## src/hw/rtl/ccrq_pkg.sv

```systemverilog
`default_nettype none

package ccrq_pkg;

   // Frame geometry, fixed at build time.
   localparam int SRC_COLS      = 320;
   localparam int SRC_ROWS      = 240;
   localparam int TARGET_WIDTH  = 96;
   localparam int TARGET_HEIGHT = 96;

   // Centered crop with the target aspect ratio, in integer arithmetic.
   localparam int SW_TH = SRC_COLS * TARGET_HEIGHT;
   localparam int SH_TW = SRC_ROWS * TARGET_WIDTH;
   localparam int CROP_W = (SW_TH > SH_TW) ? SH_TW / TARGET_HEIGHT : SRC_COLS;
   localparam int CROP_H = (SW_TH < SH_TW) ? SW_TH / TARGET_WIDTH : SRC_ROWS;
   localparam int CROP_X = (SRC_COLS - CROP_W) / 2;
   localparam int CROP_Y = (SRC_ROWS - CROP_H) / 2;

   // Per destination step: whole part and remainder of crop / target.
   localparam int COL_STEP = CROP_W / TARGET_WIDTH;
   localparam int COL_REM  = CROP_W % TARGET_WIDTH;
   localparam int ROW_STEP = CROP_H / TARGET_HEIGHT;
   localparam int ROW_REM  = CROP_H % TARGET_HEIGHT;

   // Counter widths.
   localparam int COL_W  = $clog2(SRC_COLS + 1);
   localparam int ROW_W  = $clog2(SRC_ROWS + 1);
   localparam int DCOL_W = $clog2(TARGET_WIDTH + 1);
   localparam int DROW_W = $clog2(TARGET_HEIGHT + 1);
   localparam int CREM_W = $clog2(TARGET_WIDTH + 1);
   localparam int RREM_W = $clog2(TARGET_HEIGHT + 1);

   // Quantizer widths.
   localparam int PIX_W   = 8;
   localparam int SCALE_W = 24;
   localparam int PROD_W  = PIX_W + SCALE_W;
   localparam int FRAC_W  = 16;
   localparam logic [SCALE_W-1:0] SCALE_ONE = SCALE_W'(1 << FRAC_W);

   // Configuration register indexes.
   localparam int CSR_IDX_W = 1;
   localparam logic [CSR_IDX_W-1:0] CSR_INV_SCALE  = 1'b0;
   localparam logic [CSR_IDX_W-1:0] CSR_ZERO_POINT = 1'b1;

   typedef struct packed {
      logic [7:0] red;
      logic [7:0] green;
      logic [7:0] blue;
      logic       frame_start;
   } req_type;

   typedef struct packed {
      logic signed [7:0] q_red;
      logic signed [7:0] q_green;
      logic signed [7:0] q_blue;
      logic              frame_last;
   } rsp_type;

   // Sampling decision for the pixel currently presented.
   typedef struct packed {
      logic keep;
      logic last;
   } sample_type;

   // Pipeline enables shared by the channel lanes.
   typedef struct packed {
      logic load_prod;
      logic load_out;
   } lane_ctrl_type;

endpackage

`default_nettype wire

```

## src/hw/rtl/ccrq_sampler.sv

```systemverilog
`default_nettype none

module ccrq_sampler
   import ccrq_pkg::*;
(
   input  wire logic       clock,
   input  wire logic       reset,
   input  wire logic       accept,
   input  wire logic       frame_start,
   output sample_type      sample
);

   logic [COL_W-1:0]  src_col_ff,  src_col_in;
   logic [ROW_W-1:0]  src_row_ff,  src_row_in;
   logic [DCOL_W-1:0] dst_col_ff,  dst_col_in;
   logic [DROW_W-1:0] dst_row_ff,  dst_row_in;
   logic [COL_W-1:0]  nk_col_ff,   nk_col_in;
   logic [ROW_W-1:0]  nk_row_ff,   nk_row_in;
   logic [CREM_W-1:0] col_rem_ff,  col_rem_in;
   logic [RREM_W-1:0] row_rem_ff,  row_rem_in;

   // Position after an optional frame restart.
   logic [COL_W-1:0]  src_col;
   logic [ROW_W-1:0]  src_row;
   logic [DCOL_W-1:0] dst_col;
   logic [DROW_W-1:0] dst_row;
   logic [COL_W-1:0]  nk_col;
   logic [ROW_W-1:0]  nk_row;
   logic [CREM_W-1:0] col_rem;
   logic [RREM_W-1:0] row_rem;

   logic              row_kept;
   logic              keep;
   logic [CREM_W:0]   col_rem_sum;
   logic [RREM_W:0]   row_rem_sum;

   always_comb begin
      src_col = frame_start ? '0 : src_col_ff;
      src_row = frame_start ? '0 : src_row_ff;
      dst_col = frame_start ? '0 : dst_col_ff;
      dst_row = frame_start ? '0 : dst_row_ff;
      nk_col  = frame_start ? COL_W'(CROP_X) : nk_col_ff;
      nk_row  = frame_start ? ROW_W'(CROP_Y) : nk_row_ff;
      col_rem = frame_start ? '0 : col_rem_ff;
      row_rem = frame_start ? '0 : row_rem_ff;

      row_kept = (dst_row < DROW_W'(TARGET_HEIGHT)) && (src_row == nk_row);
      keep = row_kept && (dst_col < DCOL_W'(TARGET_WIDTH)) && (src_col == nk_col);

      sample.keep = keep;
      sample.last = (dst_row == DROW_W'(TARGET_HEIGHT - 1))
                 && (dst_col == DCOL_W'(TARGET_WIDTH - 1));

      col_rem_sum = {1'b0, col_rem} + (CREM_W + 1)'(COL_REM);
      row_rem_sum = {1'b0, row_rem} + (RREM_W + 1)'(ROW_REM);

      src_col_in = src_col;
      src_row_in = src_row;
      dst_col_in = dst_col;
      dst_row_in = dst_row;
      nk_col_in  = nk_col;
      nk_row_in  = nk_row;
      col_rem_in = col_rem;
      row_rem_in = row_rem;

      if (keep) begin
         dst_col_in = dst_col + DCOL_W'(1);
         if (col_rem_sum >= (CREM_W + 1)'(TARGET_WIDTH)) begin
            col_rem_in = CREM_W'(col_rem_sum - (CREM_W + 1)'(TARGET_WIDTH));
            nk_col_in  = nk_col + COL_W'(COL_STEP + 1);
         end else begin
            col_rem_in = CREM_W'(col_rem_sum);
            nk_col_in  = nk_col + COL_W'(COL_STEP);
         end
      end

      if (src_col == COL_W'(SRC_COLS - 1)) begin
         src_col_in = '0;
         if (row_kept) begin
            dst_row_in = dst_row + DROW_W'(1);
            dst_col_in = '0;
            nk_col_in  = COL_W'(CROP_X);
            col_rem_in = '0;
            if (row_rem_sum >= (RREM_W + 1)'(TARGET_HEIGHT)) begin
               row_rem_in = RREM_W'(row_rem_sum - (RREM_W + 1)'(TARGET_HEIGHT));
               nk_row_in  = nk_row + ROW_W'(ROW_STEP + 1);
            end else begin
               row_rem_in = RREM_W'(row_rem_sum);
               nk_row_in  = nk_row + ROW_W'(ROW_STEP);
            end
         end
         if (src_row == ROW_W'(SRC_ROWS - 1)) begin
            // End of the source frame: restart as if a new frame began.
            src_row_in = '0;
            dst_col_in = '0;
            dst_row_in = '0;
            nk_col_in  = COL_W'(CROP_X);
            nk_row_in  = ROW_W'(CROP_Y);
            col_rem_in = '0;
            row_rem_in = '0;
         end else begin
            src_row_in = src_row + ROW_W'(1);
         end
      end else begin
         src_col_in = src_col + COL_W'(1);
      end
   end

   always_ff @(posedge clock) begin
      if (reset) begin
         src_col_ff <= '0;
         src_row_ff <= '0;
         dst_col_ff <= '0;
         dst_row_ff <= '0;
         nk_col_ff  <= COL_W'(CROP_X);
         nk_row_ff  <= ROW_W'(CROP_Y);
         col_rem_ff <= '0;
         row_rem_ff <= '0;
      end else if (accept) begin
         src_col_ff <= src_col_in;
         src_row_ff <= src_row_in;
         dst_col_ff <= dst_col_in;
         dst_row_ff <= dst_row_in;
         nk_col_ff  <= nk_col_in;
         nk_row_ff  <= nk_row_in;
         col_rem_ff <= col_rem_in;
         row_rem_ff <= row_rem_in;
      end
   end

endmodule

`default_nettype wire

```

## src/hw/rtl/ccrq_lane.sv

```systemverilog
`default_nettype none

module ccrq_lane
   import ccrq_pkg::*;
(
   input  wire logic               clock,
   input  wire lane_ctrl_type      ctrl,
   input  wire logic [PIX_W-1:0]   pixel,
   input  wire logic [SCALE_W-1:0] scale,
   input  wire logic signed [7:0]  zero_point,
   output logic signed [7:0]       q
);

   logic [PROD_W-1:0]            prod_ff;
   logic signed [7:0]            q_ff, q_in;
   logic [PROD_W-FRAC_W-1:0]     whole;
   logic [FRAC_W-1:0]            frac;
   logic                         round_up;
   logic [PROD_W-FRAC_W:0]       rounded;
   logic signed [PROD_W-FRAC_W+1:0] total;

   // Round half to even, add the zero point, clamp to int8.
   always_comb begin
      whole    = prod_ff[PROD_W-1:FRAC_W];
      frac     = prod_ff[FRAC_W-1:0];
      round_up = (frac > FRAC_W'(1 << (FRAC_W - 1)))
              || ((frac == FRAC_W'(1 << (FRAC_W - 1))) && whole[0]);
      rounded  = {1'b0, whole} + (PROD_W - FRAC_W + 1)'(round_up);
      total    = $signed({1'b0, rounded})
               + $signed({{(PROD_W - FRAC_W - 6){zero_point[7]}}, zero_point});
      if (total < -(PROD_W - FRAC_W + 2)'(128)) begin
         q_in = -8'sd128;
      end else if (total > (PROD_W - FRAC_W + 2)'(127)) begin
         q_in = 8'sd127;
      end else begin
         q_in = 8'(total);
      end
   end

   always_ff @(posedge clock) begin
      if (ctrl.load_prod) begin
         prod_ff <= PROD_W'(pixel) * PROD_W'(scale);
      end
      if (ctrl.load_out) begin
         q_ff <= q_in;
      end
   end

   assign q = q_ff;

endmodule

`default_nettype wire

```

## src/hw/rtl/center_crop_resize_int8_quantize.sv

```systemverilog
`default_nettype none

// Center crop, nearest-neighbor downscale and int8 quantizer for an RGB888
// pixel stream. Source pixels arrive on the req_ channel in raster order, one
// request per pixel, with frame_start marking the first pixel of a frame.
// Pixels inside the fixed centered crop that land on the destination grid
// leave on the rsp_ channel as quantized int8 channels; all other pixels are
// consumed without a response. frame_last flags the last destination pixel.
// Both channels use valid/stall; an item moves when valid is high and stall
// is low. The csr_ port writes inv_scale (index 0, Q8.16, zero means 1.0) and
// zero_point (index 1); write only while no kept pixel is still in flight.
// Each channel is multiplied in the three lanes into the product stage, then
// rounded, offset by the zero point and clamped into the output register.
// One request is taken every cycle unless req_stall is high. When the
// receiver stalls, the output register holds its response and the product
// stage still fills, so requests keep flowing until both stages hold kept
// pixels. Reset clears the position counters to the start of a frame, sets
// inv_scale to 1.0 and zero_point to 0, and empties the pipeline.
module center_crop_resize_int8_quantize
   import ccrq_pkg::*;
(
   input  wire logic                 clock,
   input  wire logic                 reset,
   input  wire logic                 req_valid,
   output logic                      req_stall,
   input  wire req_type              req_data,
   output logic                      rsp_valid,
   input  wire logic                 rsp_stall,
   output rsp_type                   rsp_data,
   input  wire logic                 csr_we,
   input  wire logic [CSR_IDX_W-1:0] csr_index,
   input  wire logic [SCALE_W-1:0]   csr_wdata
);

   logic [SCALE_W-1:0] inv_scale_ff;
   logic signed [7:0]  zero_point_ff;
   logic [SCALE_W-1:0] scale;

   logic          s1_valid_ff, s1_valid_in;
   logic          s1_last_ff;
   logic          out_valid_ff, out_valid_in;
   logic          out_last_ff;
   logic          out_go;
   logic          s1_free;
   logic          accept;
   sample_type    sample;
   lane_ctrl_type lane_ctrl;

   logic signed [7:0] q_red, q_green, q_blue;

   // Configuration registers.
   always_ff @(posedge clock) begin
      if (reset) begin
         inv_scale_ff  <= SCALE_ONE;
         zero_point_ff <= 8'sd0;
      end else if (csr_we) begin
         case (csr_index)
            CSR_INV_SCALE: begin
               inv_scale_ff <= csr_wdata;
            end
            CSR_ZERO_POINT: begin
               zero_point_ff <= signed'(csr_wdata[7:0]);
            end
            default: begin
            end
         endcase
      end
   end

   // A scale of zero stands for 1.0.
   assign scale = (inv_scale_ff == '0) ? SCALE_ONE : inv_scale_ff;

   // The output register frees up when empty or when its response is taken;
   // the product stage frees up when empty or when it moves forward.
   assign out_go    = !out_valid_ff || !rsp_stall;
   assign s1_free   = !s1_valid_ff || out_go;
   assign req_stall = !s1_free;
   assign accept    = req_valid && s1_free;

   ccrq_sampler u_sampler (
      .clock       (clock),
      .reset       (reset),
      .accept      (accept),
      .frame_start (req_data.frame_start),
      .sample      (sample)
   );

   assign lane_ctrl.load_prod = accept && sample.keep;
   assign lane_ctrl.load_out  = s1_valid_ff && out_go;

   ccrq_lane u_lane_red (
      .clock      (clock),
      .ctrl       (lane_ctrl),
      .pixel      (req_data.red),
      .scale      (scale),
      .zero_point (zero_point_ff),
      .q          (q_red)
   );

   ccrq_lane u_lane_green (
      .clock      (clock),
      .ctrl       (lane_ctrl),
      .pixel      (req_data.green),
      .scale      (scale),
      .zero_point (zero_point_ff),
      .q          (q_green)
   );

   ccrq_lane u_lane_blue (
      .clock      (clock),
      .ctrl       (lane_ctrl),
      .pixel      (req_data.blue),
      .scale      (scale),
      .zero_point (zero_point_ff),
      .q          (q_blue)
   );

   always_comb begin
      s1_valid_in = s1_valid_ff;
      if (s1_free) begin
         s1_valid_in = accept && sample.keep;
      end
      out_valid_in = out_valid_ff;
      if (out_go) begin
         out_valid_in = s1_valid_ff;
      end
   end

   always_ff @(posedge clock) begin
      if (reset) begin
         s1_valid_ff  <= 1'b0;
         out_valid_ff <= 1'b0;
      end else begin
         s1_valid_ff  <= s1_valid_in;
         out_valid_ff <= out_valid_in;
      end
   end

   // Frame-last marker travels alongside the lanes.
   always_ff @(posedge clock) begin
      if (lane_ctrl.load_prod) begin
         s1_last_ff <= sample.last;
      end
      if (lane_ctrl.load_out) begin
         out_last_ff <= s1_last_ff;
      end
   end

   // Merge the three lane results with the frame marker.
   assign rsp_valid           = out_valid_ff;
   assign rsp_data.q_red      = q_red;
   assign rsp_data.q_green    = q_green;
   assign rsp_data.q_blue     = q_blue;
   assign rsp_data.frame_last = out_last_ff;

   // A kept pixel that is accepted must occupy the product stage next cycle.
   assert property (@(posedge clock) disable iff (reset)
      lane_ctrl.load_prod |=> s1_valid_ff)
      else $error("kept request did not enter the product stage");

   // A held product stage must not lose its pixel.
   assert property (@(posedge clock) disable iff (reset)
      s1_valid_ff && !out_go |=> s1_valid_ff && $stable(s1_last_ff))
      else $error("product stage dropped a pixel while blocked");

   // Requests are only stalled when both the product stage and the output register are full.
   assert property (@(posedge clock) disable iff (reset)
      req_stall |-> s1_valid_ff && out_valid_ff)
      else $error("request stalled with room in the pipeline");

endmodule

`default_nettype wire
```

## config.mk

```make
export PLATFORM = sky130hd
export DESIGN_NAME = center_crop_resize_int8_quantize
export DESIGN_NICKNAME = d
export VERILOG_FILES = /design/src/hw/rtl/ccrq_pkg.sv /design/src/hw/rtl/ccrq_sampler.sv /design/src/hw/rtl/ccrq_lane.sv /design/src/hw/rtl/center_crop_resize_int8_quantize.sv
export SDC_FILE = /design/constraint.sdc
export NUM_CORES = 2
export LEC_CHECK = 0
export ABC_CLOCK_PERIOD_IN_PS = 6650
export BUFFER_PORTS_ARGS = -buffer_cell sky130_fd_sc_hd__buf_2
export CORE_ASPECT_RATIO = 0.9
export CORE_MARGIN = 1.5
export CORE_UTILIZATION = 24
export CTS_CLUSTER_DIAMETER = 150
export CTS_CLUSTER_SIZE = 8
export DETAILED_ROUTE_END_ITERATION = 16
export GPL_ROUTABILITY_DRIVEN = 1
export SLEW_MARGIN = 10
export SYNTH_ARGS = -nofsm -noshare
export SYNTH_HDL_FRONTEND = slang
export SYNTH_SLANG_ARGS = --single-unit
```

## constraint.sdc

```tcl
create_clock -name clock -period 6.65 [get_ports clock]
set_input_delay 0.3325 -clock clock [delete_from_list [all_inputs] [get_ports clock]]
set_output_delay 0.3325 -clock clock [all_outputs]
set_load 0.02 [all_outputs]
```

==> reports/metrics.cfg <==
[final_layout]
design_area_sq_um = 33210
areaGrowthSynthToFinish_pct = 10.59
fin_nets = 4042
fin_cells = 4997
layout-drive-gt1-share_pct = 5.441
fin_util_pct = 26.90
fillers = 13080

[detailed_routing]
viasPerCell = 4.597
drc = 0
met2WireLength_mm = 32.32
ant_nets = 0
first_pass_iters = 6
vias = 22970
wirelength_mm = 80.48
drt-initial-drc-count = 1320
avgRoutedWirePerCell_microns = 16.11
wl_met3_mm = 5.877
wl_met1_mm = 40.87
highest_layer = met5

[flow_run]
maxCapViolations = 0

[placed_design]
detailedPlace.worstSlack_ps = 492.4
dp_hpwl_mm = 60.16
port_buffers = 81
place_inst = 4926
dpl-instance-area_sq_um = 32190
gp_routability_congestion = 0.8280

[timing]
max_freq_mhz = 158.3
fin_ws_ps = 331.9
clock_skew_ps = 25.04
rsz0062_at_grt = no
finalSetupTns_ps = 0
fin_crit_sh_pct = 95.01
period_minus_slack_ps = 6318
tightestPinTransition_ps = 1130
setup_violations = 0
maxSlewHeadroom_pct = 24.34
slew_violations = 0
finalHoldWorstSlack_ps = 43.31
finalHoldViolCount = 0

[synth]
synth_area_leaders = fa_1, edfxtp_1, ha_1
ys_seq_elements = 218
synth-main-ff-cell = edfxtp_1
synth_nets = 4025
synth_top_cell_by_area = fa_1
ys_async_sr_fraction_pct = 0
ys_types = 87
synth_warnings = 0
synth_most_common_cell = and2_1
netlist_area_sq_um = 30030
synth-seq-area-share_pct = 18.60
synth_area_per_cell_sq_um = 8.981
netlist_top_cells_count = and2_1, inv_1, fa_1, nand2_1, ha_1
synth_cells = 3344
synth_top_area_share_pct = 26.60
synth-edff-count = 122

[clock_network]
clk_pin_slew_worst_paths_ps = 60
ctsHtreeMaxLevel = 1
cts.path.max_buffers = 3
cts_sinks = 218
cts_root_buf = clkbuf_16
cts_tree = built
cts_buffers = 31
clock_latency_ps = 610

[hold_path]
min_path_type = input pin to register
min_from = csr_wdata[18]
worstHoldEndpoint = inv_scale_ff[18]
min_path_cells = 3

[setup_path]
required_ps = 6980
r2r_start = inv_scale_ff[23]
cp-end-kind = register
arrival_ps = 6650
cp-start-kind = register
rr_endpoint = u_lane_green.prod_ff[29]
path_class = register to register
r2r_cells = 19
r2r_setup_slack_ps = 330
cp_max_fo = 24

[die]
die_h_microns = 338.6
die_w_microns = 375.9
core_area_sq_um = 123500
die_area_sq_um = 127300
fp-row-count = 122
start_util_pct = 24.32
ioPinCount = 82

[global_route]
grt.overflow.total = 0
first_global_vias = 23030
grt_max_degree = 51
antenna_found_initial = 11
grt_pass1_wl_mm = 128.7
grt_use_total_pct = 12.55

[power]
p_total_mw = 4.665
p_leak_nw = 15.16
vdd_drop_max_mv = 0.1947
p_per_area_nw_per_um2 = 140.5

[outcome]
status = finished clean

-- flip-flops by register name, summed over array words and instances, names as in the netlist, 8 cells and up --
register	count
u_lane_red.q	8
u_lane_red.prod_ff	32
u_lane_green.prod_ff	32
u_lane_blue.q	8
u_sampler.nk_col_ff	9
u_sampler.src_col_ff	9
u_sampler.nk_row_ff	8
u_lane_blue.prod_ff	32
u_sampler.src_row_ff	8
u_lane_green.q	8
inv_scale_ff	24
zero_point_ff	8
-- cells by family (layout without fill, tap and decap cells) --
kind of cell / Yosys count / in the layout / share of synthesized area [%]
and+or+nand+nor: 1196 / 1196 / 20.94
adders and majority gates: 626 / 626 / 36.06
buffers and inverters: 584 / 622 / 7.354
AOI/OAI and AO/OA: 536 / 536 / 11.64
DFF: 218 / 218 / 18.60
xor gates and xnor gates: 175 / 175 / 5.104
muxes: 9 / 9 / 0.3083
other: 0 / 3 / 0
-- area by class of cell --
cell class | instances | area, sq um | share of cell area [%]
diodes | 3 | 7.507 | 0.02260
clock buffers | 52 | 864.6 | 2.603
clock inverters | 2 | 13.76 | 0.04144
inverters | 437 | 1640 | 4.939
multi-input cells | 2542 | 22250 | 67.00
flip-flops and latches | 218 | 5585 | 16.82
well taps | 1612 | 2017 | 6.073
repair buffers | 131 | 830.8 | 2.501
-- timing repair --
item | 4_1_cts | 5_1_grt
buffers inserted | 0 | 0
gates resized for setup | 0 | 0
hold buffers | 14 | 0
hold endpoints to repair | 14 | 0
-- layout by cell type, fill, tap and decap left out, types with 7 or more instances in the layout --
cell type        n
a211oi_1        16
a21o_1          55
a21oi_1        192
a22oi_1         12
a311oi_1         8
a31oi_1         18
a41oi_1          9
and2_1         451
and3_1          32
buf_2           80
buf_4           36
clkbuf_1        20
clkbuf_16       31
dfxtp_1         96
dlygate4sd3_1   14
edfxtp_1       122
fa_1           399
ha_1           227
inv_1          437
mux2i_1          7
nand2_1        319
nand2b_1        21
nand3_1         64
nand4_1         26
nor2_1         134
nor2b_1         30
nor3_1          35
nor4_1          33
o211ai_1         8
o21a_1          26
o21ai_0         81
o21ai_1         15
o21bai_1        19
o31ai_1         10
or3_1            9
xnor2_1        113
xor2_1          62
-- power breakdown --
part | leakage (nW) | switching, mW | total [mW] | internal [mW]
Combinational | 12.9 | 0.996 | 1.63 | 0.638
Clock | 0.421 | 0.664 | 1.53 | 0.868
Sequential | 1.87 | 0.0147 | 1.50 | 1.48
-- metal layers --
layer / vias to the layer above / GRT usage, %
li1: 10960 / -
met1: 11320 / 18.76
met2: 600 / 18.19
met3: 78 / 2.927
met4: 14 / 2.480
met5: - / 0
-- worst max-delay path, cell delays in order (launching register included) --
cell	delay (ps)
dfxtp_1	320
nor4_1	800
nand4_1	170
o21bai_1	270
buf_12	230
and2_1	180
fa_1	440
fa_1	480
fa_1	550
inv_1	50
fa_1	530
inv_1	40
ha_1	340
and4_1	230
a211oi_1	210
a211oi_1	100
a2111oi_2	580
o21bai_1	250
nand4b_1	160
o211ai_1	100
-- worst max path at each step --
stage / startpoint / end / slack, ps / depth (start not counted)
after CTS: inv_scale_ff[23] / u_lane_green.prod_ff[29] / 470 / 19
after global routing: inv_scale_ff[23] / u_lane_green.prod_ff[29] / 170 / 19
after floorplan: inv_scale_ff[20] / u_lane_red.prod_ff[29] / 1350 / 20
after detailed placement: inv_scale_ff[23] / u_lane_green.prod_ff[29] / 490 / 19
after global placement: inv_scale_ff[23] / u_lane_green.prod_ff[29] / 580 / 19
final: inv_scale_ff[23] / u_lane_green.prod_ff[29] / 330 / 19
(Power assumes the default switching activity.)
